$ cat config.mk
export PLATFORM = sky130hd
export DESIGN_NAME = mcfce_front
export DESIGN_NICKNAME = d
export VERILOG_FILES = /design/src/rtl/core/mcfce_pkg.sv /design/src/rtl/core/mcfce_front.sv
export SDC_FILE = /design/constraint.sdc
export NUM_CORES = 1
export LEC_CHECK = 0
export BUFFER_PORTS_ARGS = -buffer_cell sky130_fd_sc_hd__buf_4
export CAP_MARGIN = 15
export CORE_MARGIN = 5
export CORE_UTILIZATION = 40
export DETAILED_ROUTE_END_ITERATION = 10
export PLACE_DENSITY = 0.75
export SLEW_MARGIN = 20
export SYNTH_ARGS = -nofsm -noshare
export SYNTH_HDL_FRONTEND = slang
export SYNTH_SLANG_ARGS = --single-unit
$ cat constraint.sdc
create_clock -name clk -period 1.5 [get_ports clk]
set_input_delay 0.45 -clock clk [delete_from_list [all_inputs] [get_ports clk]]
set_output_delay 0.45 -clock clk [all_outputs]
set_load 0.01 [all_outputs]
$ cat src/rtl/core/mcfce_pkg.sv
`timescale 1ns / 1ps
package mcfce_pkg;

  localparam int CARD_ADDR_BITS = 19;
  localparam int ADDR_BITS      = 25;
  localparam int BLOCK_BITS     = 13;   // 8 KB erase block
  localparam int SECTOR_BITS    = 9;    // 512-byte read/program wrap
  localparam int PAGE_BITS      = 7;    // 128-byte page buffer

  localparam logic [7:0] OP_SIZE_ID      = 8'h00;
  localparam logic [7:0] OP_READ_ARRAY   = 8'h52;
  localparam logic [7:0] OP_SET_INT      = 8'h81;
  localparam logic [7:0] OP_READ_STATUS  = 8'h83;
  localparam logic [7:0] OP_READ_ID      = 8'h85;
  localparam logic [7:0] OP_CLEAR_STATUS = 8'h89;
  localparam logic [7:0] OP_SECTOR_ERASE = 8'hF1;
  localparam logic [7:0] OP_PAGE_PROGRAM = 8'hF2;
  localparam logic [7:0] OP_CHIP_ERASE   = 8'hF4;

  localparam logic [7:0] ST_BUSY      = 8'h80;
  localparam logic [7:0] ST_UNLOCKED  = 8'h40;
  localparam logic [7:0] ST_ERASE_ERR = 8'h10;
  localparam logic [7:0] ST_PROG_ERR  = 8'h08;
  localparam logic [7:0] ST_READY     = 8'h01;

  localparam logic [1:0] REG_DEVICE_ID  = 2'd0;
  localparam logic [1:0] REG_SIZE_ID    = 2'd1;
  localparam logic [1:0] REG_DONE_DELAY = 2'd2;

  typedef enum logic [1:0] {
    CMD_SELECT   = 2'd0,
    CMD_DESELECT = 2'd1,
    CMD_TRANSFER = 2'd2,
    CMD_TICK     = 2'd3
  } cmd_t;

  typedef struct packed {
    cmd_t       cmd;
    logic [7:0] data;
  } item_t;

  typedef enum logic [2:0] {
    EX_INIT,
    EX_IDLE,
    EX_RD_WAIT,
    EX_SWEEP,
    EX_PROG_RD,
    EX_PROG_WR
  } exec_state_t;

  typedef struct packed {
    logic clearing;
    logic idle;
  } exec_stat_t;

  typedef struct packed {
    logic [15:0] device_id;
    logic [31:0] size_id;
    logic [15:0] done_delay;
  } cfg_t;

endpackage

$ cat src/rtl/core/mcfce_front.sv
`timescale 1ns / 1ps
module mcfce_front import mcfce_pkg::*; (
  input  logic       clk,
  input  logic       rst_n,
  input  logic       start,
  input  logic [1:0] cmd,
  input  logic [7:0] data,
  input  logic       pop,
  output logic       busy,
  output logic       q_valid,
  output item_t      q_item
);

  // two-word queue
  item_t      slot_r [2];
  logic       wr_ptr_r, rd_ptr_r;
  logic [1:0] cnt_r;
  logic       push;

  assign busy    = (cnt_r == 2'd2);
  assign push    = start && !busy;
  assign q_valid = (cnt_r != 2'd0);
  assign q_item  = slot_r[rd_ptr_r];

  always_ff @(posedge clk) begin
    if (push) begin
      slot_r[wr_ptr_r] <= '{cmd: cmd_t'(cmd), data: data};
    end
  end

  always_ff @(posedge clk) begin
    if (!rst_n) begin
      wr_ptr_r <= 1'b0;
      rd_ptr_r <= 1'b0;
      cnt_r    <= 2'd0;
    end else begin
      if (push) wr_ptr_r <= !wr_ptr_r;
      if (pop)  rd_ptr_r <= !rd_ptr_r;
      cnt_r <= cnt_r + {1'b0, push} - {1'b0, pop};
    end
  end

endmodule

# Yosys cells after proc, flatten, opt, wreduce, memory -nomap -nowiden

Memory sizes are Yosys's and may differ from the RTL's. A register that Yosys moved wholly into a read port is not among the register bits.
Cells that the tools add are included.

Add/sub/neg operators: 2
Reduce and logical (&&, ||, !) cells: 5
Equal/unequal tests: 1
Mux-type cells: 4

Operator list:

| cell               | number |
|---|---|
| $mux 1             | 4 |
| $logic_not 1->1    | 3 |
| $add 2x1->2        | 1 |
| $eq 2x2->1 const B | 1 |
| $reduce_bool 2->1  | 1 |
| $sub 2x1->2        | 1 |
| $logic_and 1x1->1  | 1 |

Output and inout bits: 12
Memories kept: 1
Memory bits (writable): 20
Bits in registers: 4
Logic and storage cells: 16
Input bits: 14

Memories:

| memory | depth | width | read ports | clocked after memory_dff | wr ports | RTL line          | text |
|---|---|---|---|---|---|---|---|
| slot_r | 2     | 10    | 1          | 1                        | 1        | mcfce_front.sv:15 | `item_t slot_r [2];` |

# Logic depth before layout (Yosys ltp)

Word-level depth: 5
Depth in mapped cells: 8
Depth with buffers taken out: 8

# Worst setup path before layout

Ideal clock, no wire load.

Path type: reg-to-reg
From: register cnt_r[0]
To: register cnt_r[1]
Required time: 1385 ps
Data arrival time: 1330 ps
Period minus slack after synthesis: 1445 ps
Setup time: 115 ps
Slack: 55 ps
Cell stages (with the launch flop): 9
Buffers on the path: 0
Cell sequence: dfxtp_1 > nand2b_1 > nand2_1 > ha_1 > inv_1 > ha_1 > xor2_1 > xnor2_1 > nor2_1

Cells in the longest elaborated chain, start to end: 5

RTL lines:

| what                   | RTL line          | text |
|---|---|---|
| from (decl)            | mcfce_front.sv:17 | `logic [1:0] cnt_r;` |
| from (signal assigned) | mcfce_front.sv:39 | `cnt_r <= cnt_r + {1'b0, push} - {1'b0, pop};` |
| $eq 2x2->1             | mcfce_front.sv:20 | `assign busy = (cnt_r == 2'd2);` |
| $logic_not 1->1        | mcfce_front.sv:21 | `assign push = start && !busy;` |
| $logic_and 1x1->1      | mcfce_front.sv:21 |  |
| $add 2x1->2 *          | mcfce_front.sv:39 |  |
| $sub 2x1->2 *          | mcfce_front.sv:39 |  |

Every way passes the cells marked *; elsewhere a longest branch is shown, timed or not.
A chain may end at the register's enable or synchronous reset.

==> results.sh <==
export IMPL_status="complete, but fails checks"
export IMPL_failed_checks="setup timing"
export IMPL_critPathKind="reg2out"
export IMPL_viasPerCell=4.69
export IMPL_p_per_area_nw_per_um2=1340
export IMPL_insertedDiodeCount=0
export IMPL_busiest_layer="met2"
export IMPL_pre_cts_slack_ns=-0.0347
export IMPL_wl_per_cell_um=13.9
export IMPL_fin_crit_sh=1.12
export IMPL_path_buf_inv=2
export IMPL_overflow=0
export IMPL_tritoncts="done"
export IMPL_fin_worst_skew_ns=0.00381
export IMPL_peakVddDrop_v=0.000790
export IMPL_critical_path_max_stage_delay_ns=0.36
export IMPL_drtPass1Iterations=2
export IMPL_die_w_um=58.7
export IMPL_max_freq_mhz=596
export IMPL_use_met2=0.172
export IMPL_hold_buffers=0
export IMPL_path_clk_slew_ns=0.12
export IMPL_pin_count=26
export IMPL_postSynthCellCount=56
export IMPL_clkLatencyLatePin_ns=0.30
export IMPL_yosys_warnings=0
export IMPL_ys_types=15
export IMPL_cpMostUsedCell="buf_6"
export IMPL_critPathCaptureType="output port"
export IMPL_fin_crit_ns=1.68
export IMPL_grt_antenna_before_repair=0
export IMPL_hold_ws_ns=0.325
export IMPL_grt_pass1_vias=597
export IMPL_synth_area_per_cell_um2=16.9
export IMPL_synth_seq_cells=25
export IMPL_postLayoutCoreUtil=0.624
export IMPL_dieHeight_um=58.7
export IMPL_wl_mm=1.68
export IMPL_grt_total_usage=0.103
export IMPL_arrival_ns=1.23
export IMPL_initial_core_util=0.424
export IMPL_io_buffers=25
export IMPL_setup_viol=10
export IMPL_ant_nets=0
export IMPL_cts_root_buf="clkbuf_4"
export IMPL_syn2layout_area_growth_pct=47.2
export IMPL_numCtsBuffers=3
export IMPL_hp_class="in2reg"
export IMPL_critical_path_required_ns=1.05
export IMPL_cts_htree_levels=1
export IMPL_drive_gt1_frac=0.602
export IMPL_setup_worst_path_start_class="flip-flop"
export IMPL_synth_fp_nets=72
export IMPL_slew_violations=0
export IMPL_gr_usage_met3=0.0285
export IMPL_final_setup_worst_slack_ns=-0.176
export IMPL_coreArea_um2=2230
export IMPL_die_area_um2=3440
export IMPL_grt_pass1_wl_mm=2.61
export IMPL_worstMarginPinSlew_ns=0.216
export IMPL_final_nets=110
export IMPL_cp_max_fo=5
export IMPL_crit_chain="buf_6 -> mux2_4 -> buf_6"
export IMPL_setup_tns_ns=-1.66
export IMPL_post_route_drc_count=0
export IMPL_rows=17
export IMPL_cts_buffer_depth=2
export IMPL_via_count=567
export IMPL_n_fill_cell=175
export IMPL_hpwl_mm=1.18
export IMPL_critPathSlowestCell="dfxtp_2"
export IMPL_syn_area_um2=947
export IMPL_synth_seq_area_share=0.740
export IMPL_hold_viol=0
export IMPL_drt_initial_drc_count=6
export IMPL_rsz0062_at_grt="yes"
export IMPL_cts_sinks=25
export IMPL_critPathTopFamily="flip-flops"
export IMPL_power_leakage_nw=0.588
export IMPL_grt_max_degree=14
export IMPL_globalRouteMet1Util=0.121
export IMPL_gp_congestion=0.715
export IMPL_maxCapViolCount=0
export IMPL_max_slew_margin_rel=0.855
## per-stage QoR
stage | std cells | area (um^2) | power, mW
5_1_grt | 121 | 1390 | 1.97
2_1_floorplan | 56 | 947 | 1.17
4_1_cts | 119 | 1340 | 1.81
3_3_place_gp | 115 | 1210 | 1.39
6_report | 121 | 1390 | 1.86
3_5_place_dp | 115 | 1210 | 1.40
## metal layers
metal | routed length (um) | vias to the layer above | part of all wire
met5 | 0 | - | 0
li1 | - | 274 | -
met4 | 0 | 0 | 0
met1 | 635 | 275 | 0.38
met2 | 921 | 18 | 0.55
met3 | 120 | 0 | 0.072
## cell families (layout without fill, tap and decap cells)
logic type    Yosys count  in the layout  synth area share
flops                  25             25             0.740
mux                    11             11             0.129
simple gates           11             11            0.0568
buf+inv                 4             41            0.0198
xor+xnor                3              3            0.0277
fa+ha+maj               2              2            0.0264
## layout make-up
cell class / count / area (um^2) / area share
Inverter: 3 / 11.3 / 0.00808
Multi-Input combinational cell: 27 / 308 / 0.221
Timing Repair Buffer: 34 / 304 / 0.218
Clock buffer: 4 / 26.3 / 0.0189
Sequential cell: 25 / 709 / 0.509
Tap cell: 28 / 35.0 / 0.0251
## path summary, 6_finish.rpt
path,start,slack [ns],to,cells after the start
setup / recovery,flip-flop,-0.18,q_item[6],3
hold / removal,data[7],0.32,slot_r[1][7],1
setup reg to reg,cnt_r[0],0.01,cnt_r[1],8
hold reg to reg,wr_ptr_r,0.53,wr_ptr_r,2
## what timing repair did
action | 4_1_cts | 5_1_grt
hold endpoints to repair | 0 | 0
setup endpoints to repair | 12 | 12
setup buffers | 0 | 2
resized for setup | 29 | 7
gates cloned | 0 | 0
pin swaps | 2 | 5
## cells in the mapped netlist
master     n  area [um^2]
and2_1     1         6.26
and3_1     1         6.26
buf_4      1         7.51
dfxtp_1    5          100
edfxtp_1  20          601
ha_1       2         25.0
inv_1      3         11.3
mux2_2    10          113
mux2i_1    1         10.0
nand2_1    2         7.51
nand2b_1   2         12.5
nor2_1     4         15.0
or2_2      1         6.26
xnor2_1    2         17.5
xor2_1     1         8.76
## placed cells by master (no fill, tap or decap)
cell	netlist	routed
or2_4	0	1
nand2_1	2	1
mux2_4	0	10
and2_1	1	1
nand2b_1	2	1
clkbuf_1	0	1
dfxtp_4	0	2
edfxtp_1	20	20
and3_1	1	1
nand2_4	0	1
inv_1	3	2
buf_4	1	21
nor2_1	4	4
xor2_1	1	1
clkbuf_4	0	3
buf_6	0	13
ha_4	0	2
mux2i_1	1	1
nand2b_4	0	1
dfxtp_1	5	2
dfxtp_2	0	1
xnor2_1	2	2
inv_2	0	1
## power breakdown
| group | internal [mW] | switching [mW] |
|---|---|---|
| Sequential | 0.886 | 0.0509 |
| Combinational | 0.392 | 0.257 |
| Clock | 0.104 | 0.172 |
| Total | 1.38 | 0.480 |
## flip-flops by register name (all words and copies together) (netlist names), named ones only
signal,count
cnt_r,2
rd_ptr_r,1
slot_r,20
wr_ptr_r,1
Power figures use the tool's default switching activity.
